### config.mk
export PLATFORM = sky130hd
export DESIGN_NAME = balance_speed_motor_controller_core
export DESIGN_NICKNAME = d
export VERILOG_FILES = /design/src/sv/bsmc_pkg.sv /design/src/sv/balance_speed_motor_controller_core.sv
export SDC_FILE = /design/constraint.sdc
export NUM_CORES = 2
export LEC_CHECK = 0
export BUFFER_PORTS_ARGS = -buffer_cell sky130_fd_sc_hd__buf_2
export CELL_PAD_IN_SITES_DETAIL_PLACEMENT = 1
export CELL_PAD_IN_SITES_GLOBAL_PLACEMENT = 1
export CORE_UTILIZATION = 55
export CTS_BUF_LIST = sky130_fd_sc_hd__clkbuf_8 sky130_fd_sc_hd__clkbuf_16
export CTS_CLUSTER_SIZE = 10
export DETAILED_ROUTE_END_ITERATION = 16
export PLACE_DENSITY = 0.86
export SLEW_MARGIN = 20
export SYNTH_ARGS = -nofsm -noshare
export SYNTH_HDL_FRONTEND = slang
export SYNTH_SLANG_ARGS = --single-unit
export TNS_END_PERCENT = 20
### constraint.sdc
create_clock -name clk -period 30.8 [get_ports clk]
set_input_delay 3.08 -clock clk [delete_from_list [all_inputs] [get_ports clk]]
set_output_delay 3.08 -clock clk [all_outputs]
set_load 0.005 [all_outputs]
### src/sv/bsmc_pkg.sv
package bsmc_pkg;

    // Default number of fraction bits of gains and filter state.
    localparam int FRAC_BITS_DEFAULT = 8;

    // Fraction bits of the pitch angle and the angle setpoint.
    localparam int ANGLE_FRAC = 8;

    // Shared multiplier: 24 bit gain times a 32 bit signed operand.
    localparam int GAIN_W = 24;
    localparam int MULB_W = 32;
    localparam int PROD_W = GAIN_W + MULB_W;

    // Quotient bits produced per step of the divide-by-ten unit.
    localparam int DIV_RADIX = 6;

    // Configuration register indexes.
    localparam int CFG_IDX_W = 3;
    localparam logic [CFG_IDX_W-1:0] CFG_BAL_KP    = 3'd0;
    localparam logic [CFG_IDX_W-1:0] CFG_BAL_KD    = 3'd1;
    localparam logic [CFG_IDX_W-1:0] CFG_SPD_KP    = 3'd2;
    localparam logic [CFG_IDX_W-1:0] CFG_SPD_KI    = 3'd3;
    localparam logic [CFG_IDX_W-1:0] CFG_ANGLE_OFS = 3'd4;
    localparam logic [CFG_IDX_W-1:0] CFG_INT_LIMIT = 3'd5;

    // Multiplier operand selects.
    typedef enum logic [1:0] {
        A_BAL_KP,
        A_BAL_KD,
        A_SPD_KP,
        A_SPD_KI
    } mul_a_t;

    typedef enum logic [1:0] {
        B_ERR,
        B_RATE,
        B_FILT,
        B_INTEG
    } mul_b_t;

    // Accumulator operations.
    typedef enum logic [2:0] {
        ACC_HOLD,
        ACC_LOAD,
        ACC_ADD,
        ACC_SHIFT,
        ACC_NUM,
        ACC_DIV
    } acc_op_t;

    // Arithmetic right shift applied on the way into the accumulator.
    typedef enum logic [1:0] {
        SH_NONE,
        SH_FRAC,
        SH_ANGLE,
        SH_TWICE
    } shift_t;

    // Sequencer branch conditions: taken goes to the target, else to the next step.
    typedef enum logic [2:0] {
        J_NEXT,
        J_ALWAYS,
        J_NO_INPUT,
        J_DIV_MORE,
        J_OUT_BUSY
    } jump_t;

    typedef logic [3:0] step_t;

    // Microprogram addresses.
    localparam step_t STEP_IDLE    = 4'd0;
    localparam step_t STEP_MUL_P   = 4'd1;
    localparam step_t STEP_MUL_D   = 4'd2;
    localparam step_t STEP_ADD_D   = 4'd3;
    localparam step_t STEP_BAL_NUM = 4'd4;
    localparam step_t STEP_DIV     = 4'd5;
    localparam step_t STEP_FILT    = 4'd6;
    localparam step_t STEP_INTEG   = 4'd7;
    localparam step_t STEP_MUL_I   = 4'd8;
    localparam step_t STEP_ADD_I   = 4'd9;
    localparam step_t STEP_SCALE   = 4'd10;
    localparam step_t STEP_WAIT    = 4'd11;
    localparam step_t STEP_OUT     = 4'd12;

    // One control word of the microprogram.
    typedef struct packed {
        logic    take_in;
        logic    mul_en;
        mul_a_t  mul_a;
        mul_b_t  mul_b;
        acc_op_t acc_op;
        shift_t  shift;
        logic    wr_bal;
        logic    wr_filt;
        logic    wr_integ;
        logic    wr_out;
        jump_t   jump;
        step_t   target;
    } uword_t;

    // Control store.
    function automatic uword_t ucode(input step_t s);
        uword_t w;
        w = '0;
        unique case (s)
            STEP_IDLE:
            begin
                w.take_in = 1'b1;
                w.jump    = J_NO_INPUT;
                w.target  = STEP_IDLE;
            end
            STEP_MUL_P:
            begin
                w.mul_en = 1'b1;
                w.mul_a  = A_BAL_KP;
                w.mul_b  = B_ERR;
            end
            STEP_MUL_D:
            begin
                w.mul_en = 1'b1;
                w.mul_a  = A_BAL_KD;
                w.mul_b  = B_RATE;
                w.acc_op = ACC_LOAD;
                w.shift  = SH_ANGLE;
            end
            STEP_ADD_D:
            begin
                w.acc_op = ACC_ADD;
                w.shift  = SH_FRAC;
            end
            STEP_BAL_NUM:
            begin
                w.wr_bal = 1'b1;
                w.acc_op = ACC_NUM;
            end
            STEP_DIV:
            begin
                w.acc_op = ACC_DIV;
                w.jump   = J_DIV_MORE;
                w.target = STEP_DIV;
            end
            STEP_FILT:
            begin
                w.wr_filt = 1'b1;
            end
            STEP_INTEG:
            begin
                w.wr_integ = 1'b1;
                w.mul_en   = 1'b1;
                w.mul_a    = A_SPD_KP;
                w.mul_b    = B_FILT;
            end
            STEP_MUL_I:
            begin
                w.mul_en = 1'b1;
                w.mul_a  = A_SPD_KI;
                w.mul_b  = B_INTEG;
                w.acc_op = ACC_LOAD;
                w.shift  = SH_NONE;
            end
            STEP_ADD_I:
            begin
                w.acc_op = ACC_ADD;
                w.shift  = SH_NONE;
            end
            STEP_SCALE:
            begin
                w.acc_op = ACC_SHIFT;
                w.shift  = SH_TWICE;
            end
            STEP_WAIT:
            begin
                w.jump   = J_OUT_BUSY;
                w.target = STEP_WAIT;
            end
            STEP_OUT:
            begin
                w.wr_out = 1'b1;
                w.jump   = J_ALWAYS;
                w.target = STEP_IDLE;
            end
            default:
            begin
                w.jump   = J_ALWAYS;
                w.target = STEP_IDLE;
            end
        endcase
        return w;
    endfunction

endpackage

### src/sv/balance_speed_motor_controller_core.sv
// Channel   Handshake             Payload
// input     in_valid / in_stall   pitch_angle, pitch_rate, left_encoder, right_encoder
// output    out_valid / out_stall balance_part, speed_part, motor_drive
// config    cfg_we                cfg_index, cfg_data
//
// A result is registered as the sequencer returns to idle, and no new input is accepted
// until then: four products share one multiplier and a divide by ten resolves six
// quotient bits per cycle.
// Reset is asynchronous; it loads the register defaults and clears the filter state.
// A stalled output holds the sequencer in its wait step; the next input can be accepted
// in the idle step that follows, while the result sits in the output register.
module balance_speed_motor_controller_core #(
    parameter int FRAC_BITS = bsmc_pkg::FRAC_BITS_DEFAULT
) (
    input  logic                              clk,
    input  logic                              rst_n,
    input  logic                              in_valid,
    output logic                              in_stall,
    input  logic signed [15:0]                pitch_angle,
    input  logic signed [15:0]                pitch_rate,
    input  logic signed [15:0]                left_encoder,
    input  logic signed [15:0]                right_encoder,
    output logic                              out_valid,
    input  logic                              out_stall,
    output logic signed [15:0]                balance_part,
    output logic signed [15:0]                speed_part,
    output logic signed [15:0]                motor_drive,
    input  logic                              cfg_we,
    input  logic [bsmc_pkg::CFG_IDX_W-1:0]    cfg_index,
    input  logic [bsmc_pkg::GAIN_W-1:0]       cfg_data
);

    // Filter numerator: speed scaled by 2^F plus nine times the old filter value.
    localparam int NUM_W   = (FRAC_BITS + 18 > 37) ? FRAC_BITS + 18 : 37;
    localparam int MAG_W   = NUM_W - 1;
    localparam int DIV_W   = ((MAG_W + bsmc_pkg::DIV_RADIX - 1) / bsmc_pkg::DIV_RADIX)
                             * bsmc_pkg::DIV_RADIX;
    localparam int DIV_STEPS = DIV_W / bsmc_pkg::DIV_RADIX;
    localparam int CNT_W   = (DIV_STEPS > 1) ? $clog2(DIV_STEPS) : 1;
    localparam int ACC_W   = (DIV_W > bsmc_pkg::PROD_W + 2) ? DIV_W : bsmc_pkg::PROD_W + 2;
    localparam int RADIX   = bsmc_pkg::DIV_RADIX;

    // Saturate an accumulator value to signed 16 bits.
    function automatic logic signed [15:0] sat16(input logic signed [ACC_W-1:0] v);
        logic fits;
        fits = (&v[ACC_W-1:15]) | ~(|v[ACC_W-1:15]);
        if (fits)
            return v[15:0];
        else if (v[ACC_W-1])
            return 16'sh8000;
        else
            return 16'sh7fff;
    endfunction

    // Configuration registers.
    logic signed [23:0] bal_kp_reg;
    logic signed [23:0] bal_kd_reg;
    logic signed [23:0] spd_kp_reg;
    logic signed [23:0] spd_ki_reg;
    logic signed [15:0] angle_ofs_reg;
    logic [22:0]        lim_reg;

    // Sequencer and datapath.
    bsmc_pkg::step_t     step_reg;
    bsmc_pkg::step_t     step_next;
    bsmc_pkg::uword_t    uw;
    logic [CNT_W-1:0]    div_cnt_reg;
    logic [CNT_W-1:0]    div_cnt_next;
    logic [3:0]          rem_reg;
    logic [3:0]          rem_next;
    logic                neg_reg;
    logic                neg_next;
    logic signed [ACC_W-1:0] acc_reg;
    logic signed [ACC_W-1:0] acc_next;
    logic signed [bsmc_pkg::PROD_W-1:0] prod_reg;
    logic signed [31:0]  filt_reg;
    logic signed [31:0]  filt_next;
    logic signed [23:0]  integ_reg;
    logic signed [23:0]  integ_next;
    logic signed [15:0]  bal_reg;

    // Latched transaction.
    logic signed [15:0]  angle_reg;
    logic signed [15:0]  rate_reg;
    logic signed [15:0]  left_reg;
    logic signed [15:0]  right_reg;

    // Output register.
    logic                out_valid_reg;
    logic signed [15:0]  bal_out_reg;
    logic signed [15:0]  spd_out_reg;
    logic signed [15:0]  drive_out_reg;

    logic                in_fire;
    logic                out_busy;
    logic                div_more;
    logic signed [16:0]  err;
    logic signed [16:0]  speed;
    logic signed [23:0]  mul_a_op;
    logic signed [31:0]  mul_b_op;
    logic signed [ACC_W-1:0] sh_src;
    logic signed [ACC_W-1:0] shifted;
    logic signed [NUM_W-1:0] num;
    logic [MAG_W-1:0]    mag;
    logic [RADIX-1:0]    qbits;
    logic signed [DIV_W:0] f_wide;
    logic signed [32:0]  integ_sum;
    logic signed [32:0]  lim_pos;
    logic signed [32:0]  lim_neg;
    logic signed [15:0]  spd16;
    logic signed [16:0]  drive_sum;
    logic signed [15:0]  drive16;

    assign uw       = bsmc_pkg::ucode(step_reg);
    assign in_stall = ~uw.take_in;
    assign in_fire  = in_valid & ~in_stall;
    assign out_busy = out_valid_reg & out_stall;
    assign div_more = div_cnt_reg != CNT_W'(DIV_STEPS - 1);

    assign out_valid    = out_valid_reg;
    assign balance_part = bal_out_reg;
    assign speed_part   = spd_out_reg;
    assign motor_drive  = drive_out_reg;

    // Configuration writes; indexes past the list are ignored.
    always_ff @(posedge clk or negedge rst_n)
    begin
        if (!rst_n)
        begin
            bal_kp_reg    <= -24'sd102400;
            bal_kd_reg    <= '0;
            spd_kp_reg    <= '0;
            spd_ki_reg    <= '0;
            angle_ofs_reg <= 16'sd1280;
            lim_reg       <= 23'd2560000;
        end
        else if (cfg_we)
        begin
            unique case (cfg_index)
                bsmc_pkg::CFG_BAL_KP:    bal_kp_reg    <= cfg_data;
                bsmc_pkg::CFG_BAL_KD:    bal_kd_reg    <= cfg_data;
                bsmc_pkg::CFG_SPD_KP:    spd_kp_reg    <= cfg_data;
                bsmc_pkg::CFG_SPD_KI:    spd_ki_reg    <= cfg_data;
                bsmc_pkg::CFG_ANGLE_OFS: angle_ofs_reg <= cfg_data[15:0];
                bsmc_pkg::CFG_INT_LIMIT: lim_reg       <= cfg_data[22:0];
                default:
                begin
                end
            endcase
        end
    end

    // Step counter with conditional jumps.
    always_comb
    begin
        unique case (uw.jump)
            bsmc_pkg::J_ALWAYS:   step_next = uw.target;
            bsmc_pkg::J_NO_INPUT: step_next = in_valid ? step_reg + 4'd1 : uw.target;
            bsmc_pkg::J_DIV_MORE: step_next = div_more ? uw.target : step_reg + 4'd1;
            bsmc_pkg::J_OUT_BUSY: step_next = out_busy ? uw.target : step_reg + 4'd1;
            default:              step_next = step_reg + 4'd1;
        endcase
    end

    // Operands derived from the latched transaction.
    assign err   = 17'(angle_reg) - 17'(angle_ofs_reg);
    assign speed = 17'(right_reg) - 17'(left_reg);

    // Shared multiplier operand selection.
    always_comb
    begin
        unique case (uw.mul_a)
            bsmc_pkg::A_BAL_KP: mul_a_op = bal_kp_reg;
            bsmc_pkg::A_BAL_KD: mul_a_op = bal_kd_reg;
            bsmc_pkg::A_SPD_KP: mul_a_op = spd_kp_reg;
            default:            mul_a_op = spd_ki_reg;
        endcase
        unique case (uw.mul_b)
            bsmc_pkg::B_ERR:  mul_b_op = 32'(err);
            bsmc_pkg::B_RATE: mul_b_op = 32'(rate_reg);
            bsmc_pkg::B_FILT: mul_b_op = filt_reg;
            default:          mul_b_op = 32'(integ_reg);
        endcase
    end

    // Flooring shift of the product, or of the accumulator itself.
    always_comb
    begin
        sh_src = (uw.acc_op == bsmc_pkg::ACC_SHIFT) ? acc_reg : ACC_W'(prod_reg);
        unique case (uw.shift)
            bsmc_pkg::SH_NONE:  shifted = sh_src;
            bsmc_pkg::SH_FRAC:  shifted = sh_src >>> FRAC_BITS;
            bsmc_pkg::SH_ANGLE: shifted = sh_src >>> (bsmc_pkg::ANGLE_FRAC + FRAC_BITS);
            default:            shifted = sh_src >>> (2 * FRAC_BITS);
        endcase
    end

    // Filter numerator, folded to a non-negative magnitude; floor division of a
    // negative value is the complement of the quotient of its complement.
    assign num = (NUM_W'(speed) <<< FRAC_BITS) + (NUM_W'(filt_reg) <<< 3) + NUM_W'(filt_reg);
    assign mag = num[NUM_W-1] ? ~num[MAG_W-1:0] : num[MAG_W-1:0];

    // Divide-by-ten step: several restoring long-division bits per cycle.
    always_comb
    begin
        logic [4:0] trial;
        logic [3:0] r;
        r = rem_reg;
        qbits = '0;
        for (int k = 0; k < RADIX; k++)
        begin
            trial = {r, acc_reg[DIV_W-1-k]};
            if (trial >= 5'd10)
            begin
                qbits[RADIX-1-k] = 1'b1;
                r = 4'(trial - 5'd10);
            end
            else
            begin
                r = trial[3:0];
            end
        end
        rem_next = r;
    end

    // Accumulator and division bookkeeping.
    always_comb
    begin
        acc_next     = acc_reg;
        div_cnt_next = div_cnt_reg;
        neg_next     = neg_reg;
        unique case (uw.acc_op)
            bsmc_pkg::ACC_LOAD:  acc_next = shifted;
            bsmc_pkg::ACC_ADD:   acc_next = acc_reg + shifted;
            bsmc_pkg::ACC_SHIFT: acc_next = shifted;
            bsmc_pkg::ACC_NUM:
            begin
                acc_next             = '0;
                acc_next[MAG_W-1:0]  = mag;
                neg_next             = num[NUM_W-1];
                div_cnt_next         = '0;
            end
            bsmc_pkg::ACC_DIV:
            begin
                acc_next             = '0;
                acc_next[DIV_W-1:0]  = {acc_reg[DIV_W-RADIX-1:0], qbits};
                div_cnt_next         = div_cnt_reg + CNT_W'(1);
            end
            default:
            begin
            end
        endcase
    end

    // New filter value: signed quotient saturated to 32 bits.
    always_comb
    begin
        f_wide = neg_reg ? ~{1'b0, acc_reg[DIV_W-1:0]} : {1'b0, acc_reg[DIV_W-1:0]};
        if ((&f_wide[DIV_W:31]) | ~(|f_wide[DIV_W:31]))
            filt_next = f_wide[31:0];
        else if (f_wide[DIV_W])
            filt_next = 32'sh80000000;
        else
            filt_next = 32'sh7fffffff;
    end

    // Running integral clamped to the symmetric limit.
    assign lim_pos   = 33'($unsigned(lim_reg));
    assign lim_neg   = -lim_pos;
    assign integ_sum = 33'(integ_reg) + 33'(filt_reg);
    always_comb
    begin
        priority if (integ_sum > lim_pos)
            integ_next = lim_pos[23:0];
        else if (integ_sum < lim_neg)
            integ_next = lim_neg[23:0];
        else
            integ_next = integ_sum[23:0];
    end

    // Final speed term and saturated drive sum.
    assign spd16     = sat16(acc_reg);
    assign drive_sum = 17'(bal_reg) + 17'(spd16);
    assign drive16   = (drive_sum[16] != drive_sum[15])
                     ? (drive_sum[16] ? 16'sh8000 : 16'sh7fff)
                     : drive_sum[15:0];

    // Control state.
    always_ff @(posedge clk or negedge rst_n)
    begin
        if (!rst_n)
        begin
            step_reg      <= bsmc_pkg::STEP_IDLE;
            div_cnt_reg   <= '0;
            rem_reg       <= '0;
            filt_reg      <= '0;
            integ_reg     <= '0;
            out_valid_reg <= 1'b0;
        end
        else
        begin
            step_reg    <= step_next;
            div_cnt_reg <= div_cnt_next;
            if (uw.acc_op == bsmc_pkg::ACC_NUM)
                rem_reg <= '0;
            else if (uw.acc_op == bsmc_pkg::ACC_DIV)
                rem_reg <= rem_next;
            if (uw.wr_filt)
                filt_reg <= filt_next;
            if (uw.wr_integ)
                integ_reg <= integ_next;
            if (uw.wr_out)
                out_valid_reg <= 1'b1;
            else if (out_valid_reg && !out_stall)
                out_valid_reg <= 1'b0;
        end
    end

    // Payload registers.
    always_ff @(posedge clk)
    begin
        acc_reg <= acc_next;
        neg_reg <= neg_next;
        if (uw.mul_en)
            prod_reg <= mul_a_op * mul_b_op;
        if (uw.wr_bal)
            bal_reg <= sat16(acc_reg);
        if (in_fire)
        begin
            angle_reg <= pitch_angle;
            rate_reg  <= pitch_rate;
            left_reg  <= left_encoder;
            right_reg <= right_encoder;
        end
        if (uw.wr_out)
        begin
            bal_out_reg   <= bal_reg;
            spd_out_reg   <= spd16;
            drive_out_reg <= drive16;
        end
    end

    // The division remainder stays a decimal digit.
    a_rem_digit: assert property (@(posedge clk) disable iff (!rst_n)
        rem_reg <= 4'd9)
        else $error("divider remainder out of range");

    // After an update the integral lies within the configured limit.
    a_integ_clamped: assert property (@(posedge clk) disable iff (!rst_n)
        $past(uw.wr_integ) |-> (33'(integ_reg) <= lim_pos && 33'(integ_reg) >= lim_neg))
        else $error("speed integral outside its limit");

    // A result is written only into a free or draining output register.
    a_no_overwrite: assert property (@(posedge clk) disable iff (!rst_n)
        uw.wr_out |-> !(out_valid_reg && out_stall))
        else $error("result overwrote a stalled output");

    // An accepted transaction starts the program at its first multiply.
    a_start: assert property (@(posedge clk) disable iff (!rst_n)
        in_fire |=> step_reg == bsmc_pkg::STEP_MUL_P)
        else $error("sequencer did not start after acceptance");

endmodule
==> run_results.csv <==
group,metric,value,unit
status,status,"finished, final reports clean",
drt,antenna_left,0,
clock_network,path_clk_slew,0.06,ns
clock_network,cts_resized,0,
setup_path,slowest_delay,0.80,ns
clock_network,cts_sinks,446,
setup_path,required,31.21,ns
min_path,hold_path.class,"reg -> reg",
cells_and_area,syn2layout_area_growth,7.235,%
floorplan,die_width,327.4,µm
yosys,ys.flop_type,"edfxtp_1",
floorplan,die_y,327.4,µm
cells_and_area,fin_nets,7602,
setup_path,cp_data_arrival_time,12.25,ns
floorplan,io_pins,146,
timing,maxSlewViolCount,0,
clock_network,numCtsBuffers,56,
yosys,yosys_warnings,0,
setup_path,critPathLaunchType,"register",
setup_path,critPathLaunch,"step_reg[2]$_DFF_PN0_",
yosys,synth_top_area_share,28.01,%
setup_path,critical_path_buf_inv_count,6,
yosys,synth-seq-area-share,21.28,%
drt,first_pass_iters,9,
run,cap_violations,0,
floorplan,dieArea,107200,µm²
grt,grt_pass1_vias,54750,
min_path,min_from,"bal_reg[6]$_DFFE_PN_",
timing,post-route-period-util,38.44,%
clock_network,postCtsSetupBuffers,0,
clock_network,h-tree-depth,2,
timing,post-route-min-period,11.84,ns
placed_design,portBuffers,145,
cells_and_area,largest_reg_flops,58,
timing,worstMarginPinSlew,1.306,ns
timing,final-setup-viol-count,0,
drt,post_drt_wl_per_cell,28.18,µm
setup_path,critPathKind,"reg -> reg",
drt,wirelength,218.1,mm
placed_design,gp_congestion,0.9760,
grt,globalRouteTotalUtil,40.81,%
setup_path,endpoint_kind,"register",
grt,grt_start_max_net_pins,80,
floorplan,core,105100,µm²
drt,drc_errors,0,
drt,vias_per_cell,6.401,
cells_and_area,fillers,12010,
yosys,synth_edf_count,243,
grt,grt_pass1_wl,330.0,mm
timing,worst_clock_skew,0.06075,ns
timing,max_slew_margin,12.33,%
clock_network,cts_hold_buf,0,
grt,antenna_found_initial,5,
yosys,synth_area_leaders,"fa_1 (28%), edfxtp_1 (13%), ha_1 (8.4%), dfrtp_1 (8.0%), inv_1 (6.9%)",
drt,vias,49540,
timing,max_freq,84.47,MHz
timing,finalHoldViolCount,0,
setup_path,crit_path_top_delay_cell,"dfrtp_1",
setup_path,cp_top_family,"adder cells",
clock_network,clock_path_buffers,3,
clock_network,clkLatencyLatePin,0.67,ns
yosys,synthTopCellsByCount,"inv_1 (1067), fa_1 (815), nand2_1 (684)",
floorplan,rows,119,
yosys,yosysMostFrequentCell,"inv_1",
yosys,async_flop_share,45.52,%
clock_network,cts_tree,"built",
yosys,synth.largest_area_cell,"fa_1",
yosys,netlist_instances,6281,
setup_path,crit_fanout,42,
yosys,ys_types,92,
yosys,ys_ff_latch,446,
cells_and_area,seqCellArea,12400,µm²
cells_and_area,multi_input_area,41080,µm²
grt,overflow,0,
floorplan,initial_utilization,55.41,%
yosys,avgSynthCellArea,9.274,µm²
timing,rsz0062_at_grt,"false",
setup_path,reg2reg_from,"step_reg[2]$_DFF_PN0_",
setup_path,worst_path_most_repeated_cell,"fa_1",
placed_design,hpwl,169.6,mm
yosys,synth_area,58250,µm²
cells_and_area,drive_above_1_share,8.557,%
yosys,syn-num-nets,7584,
drt,first_iter_violations,5102,
timing,tns,0,ns
clock_network,cts_root_buffer,"clkbuf_16",
[final timing paths]
path	endpoint	slack, ns	cells after the start
min in group asynchronous	filt_reg[8]$_DFFE_PN0P_	2.39	1
worst max register to register	prod_reg[50]$_DFFE_PP_	18.96	34
worst max-delay path	prod_reg[50]$_DFFE_PP_	18.96	34
worst min register to register	balance_part[6]$_DFFE_PP_	0.47	0
worst min-delay path	balance_part[6]$_DFFE_PP_	0.47	0
max in group asynchronous	spd_ki_reg[23]$_DFFE_PN0P_	26.29	3
[metal layers]
metal / GRT usage, % / share of wire (%) / routed length [µm] / vias to the layer above
met4: 26.23 / 7.5 / 16380 / 2
met1: 50.27 / 37 / 80870 / 25140
met2: 65.27 / 46 / 100200 / 2896
met3: 8.635 / 9.5 / 20710 / 850
met5: 0 / 0.0087 / 19 / -
li1: - / - / - / 20650
[per-stage QoR]
step | util, % | hold slack, ns | cell area, µm² | cells | setup slack (ns)
6_report | 59.42 | 0.4711 | 62460 | 7740 | 18.96
5_1_grt | 59.42 | 0.4782 | 62460 | 7737 | 18.52
4_1_cts | 59.34 | 0.4666 | 62380 | 7735 | 19.18
3_5_place_dp | 57.65 | 0.4445 | 60600 | 7630 | 19.33
3_3_place_gp | 57.62 | 0.4401 | 60570 | 7629 | 19.73
2_1_floorplan | - | 0.4334 | 58250 | 6281 | 20.86
[cells by family after synthesis]
logic type               count (synthesis)  share of synthesized area [%]
AND/OR/NAND/NOR                       1633                          12.27
multiplexers                           225                          4.152
adder cells (fa/ha/maj)               1208                          36.45
XOR/XNOR                               279                          4.195
AO/OA/AOI/OAI                         1148                          12.95
flip-flops                             446                          21.28
buffers and inverters                 1342                          8.697
[layout by cell type (no fill, tap or decap), types with 17 or more instances in the layout]
cell	count
inv_1	1098
fa_1	815
nand2_1	681
nor2_1	509
ha_1	392
a21oi_1	269
edfxtp_1	243
o21ai_0	238
dfrtp_1	186
xnor2_1	176
buf_2	144
a21o_1	140
mux2_2	133
xor2_1	103
mux2i_1	92
buf_4	85
nand3_1	82
o21a_1	61
clkbuf_16	56
nand4_1	49
nor3_1	45
nor2b_1	44
and2_1	41
a22oi_1	38
nand2b_1	37
a222oi_1	35
and3_1	31
o21bai_1	29
o211ai_1	27
a211oi_1	26
nor4_1	25
o21ai_1	24
a22o_1	24
a221oi_1	23
a31oi_1	22
or3_1	17
o31ai_1	17
dfstp_2	17
[final cells by class]
cell class | count | area share, %
antenna | 3 | 0.01202
clock buffer | 61 | 2.354
inverter | 1069 | 6.424
clock inverter | 44 | 0.5048
sequential | 446 | 19.85
multi-input combinational | 4493 | 65.77
timing repair buffer | 233 | 2.304
tap | 1391 | 2.786
Power is not shown: default switching activity piles up to over one toggle a cycle in this logic, so the estimate is an artifact.
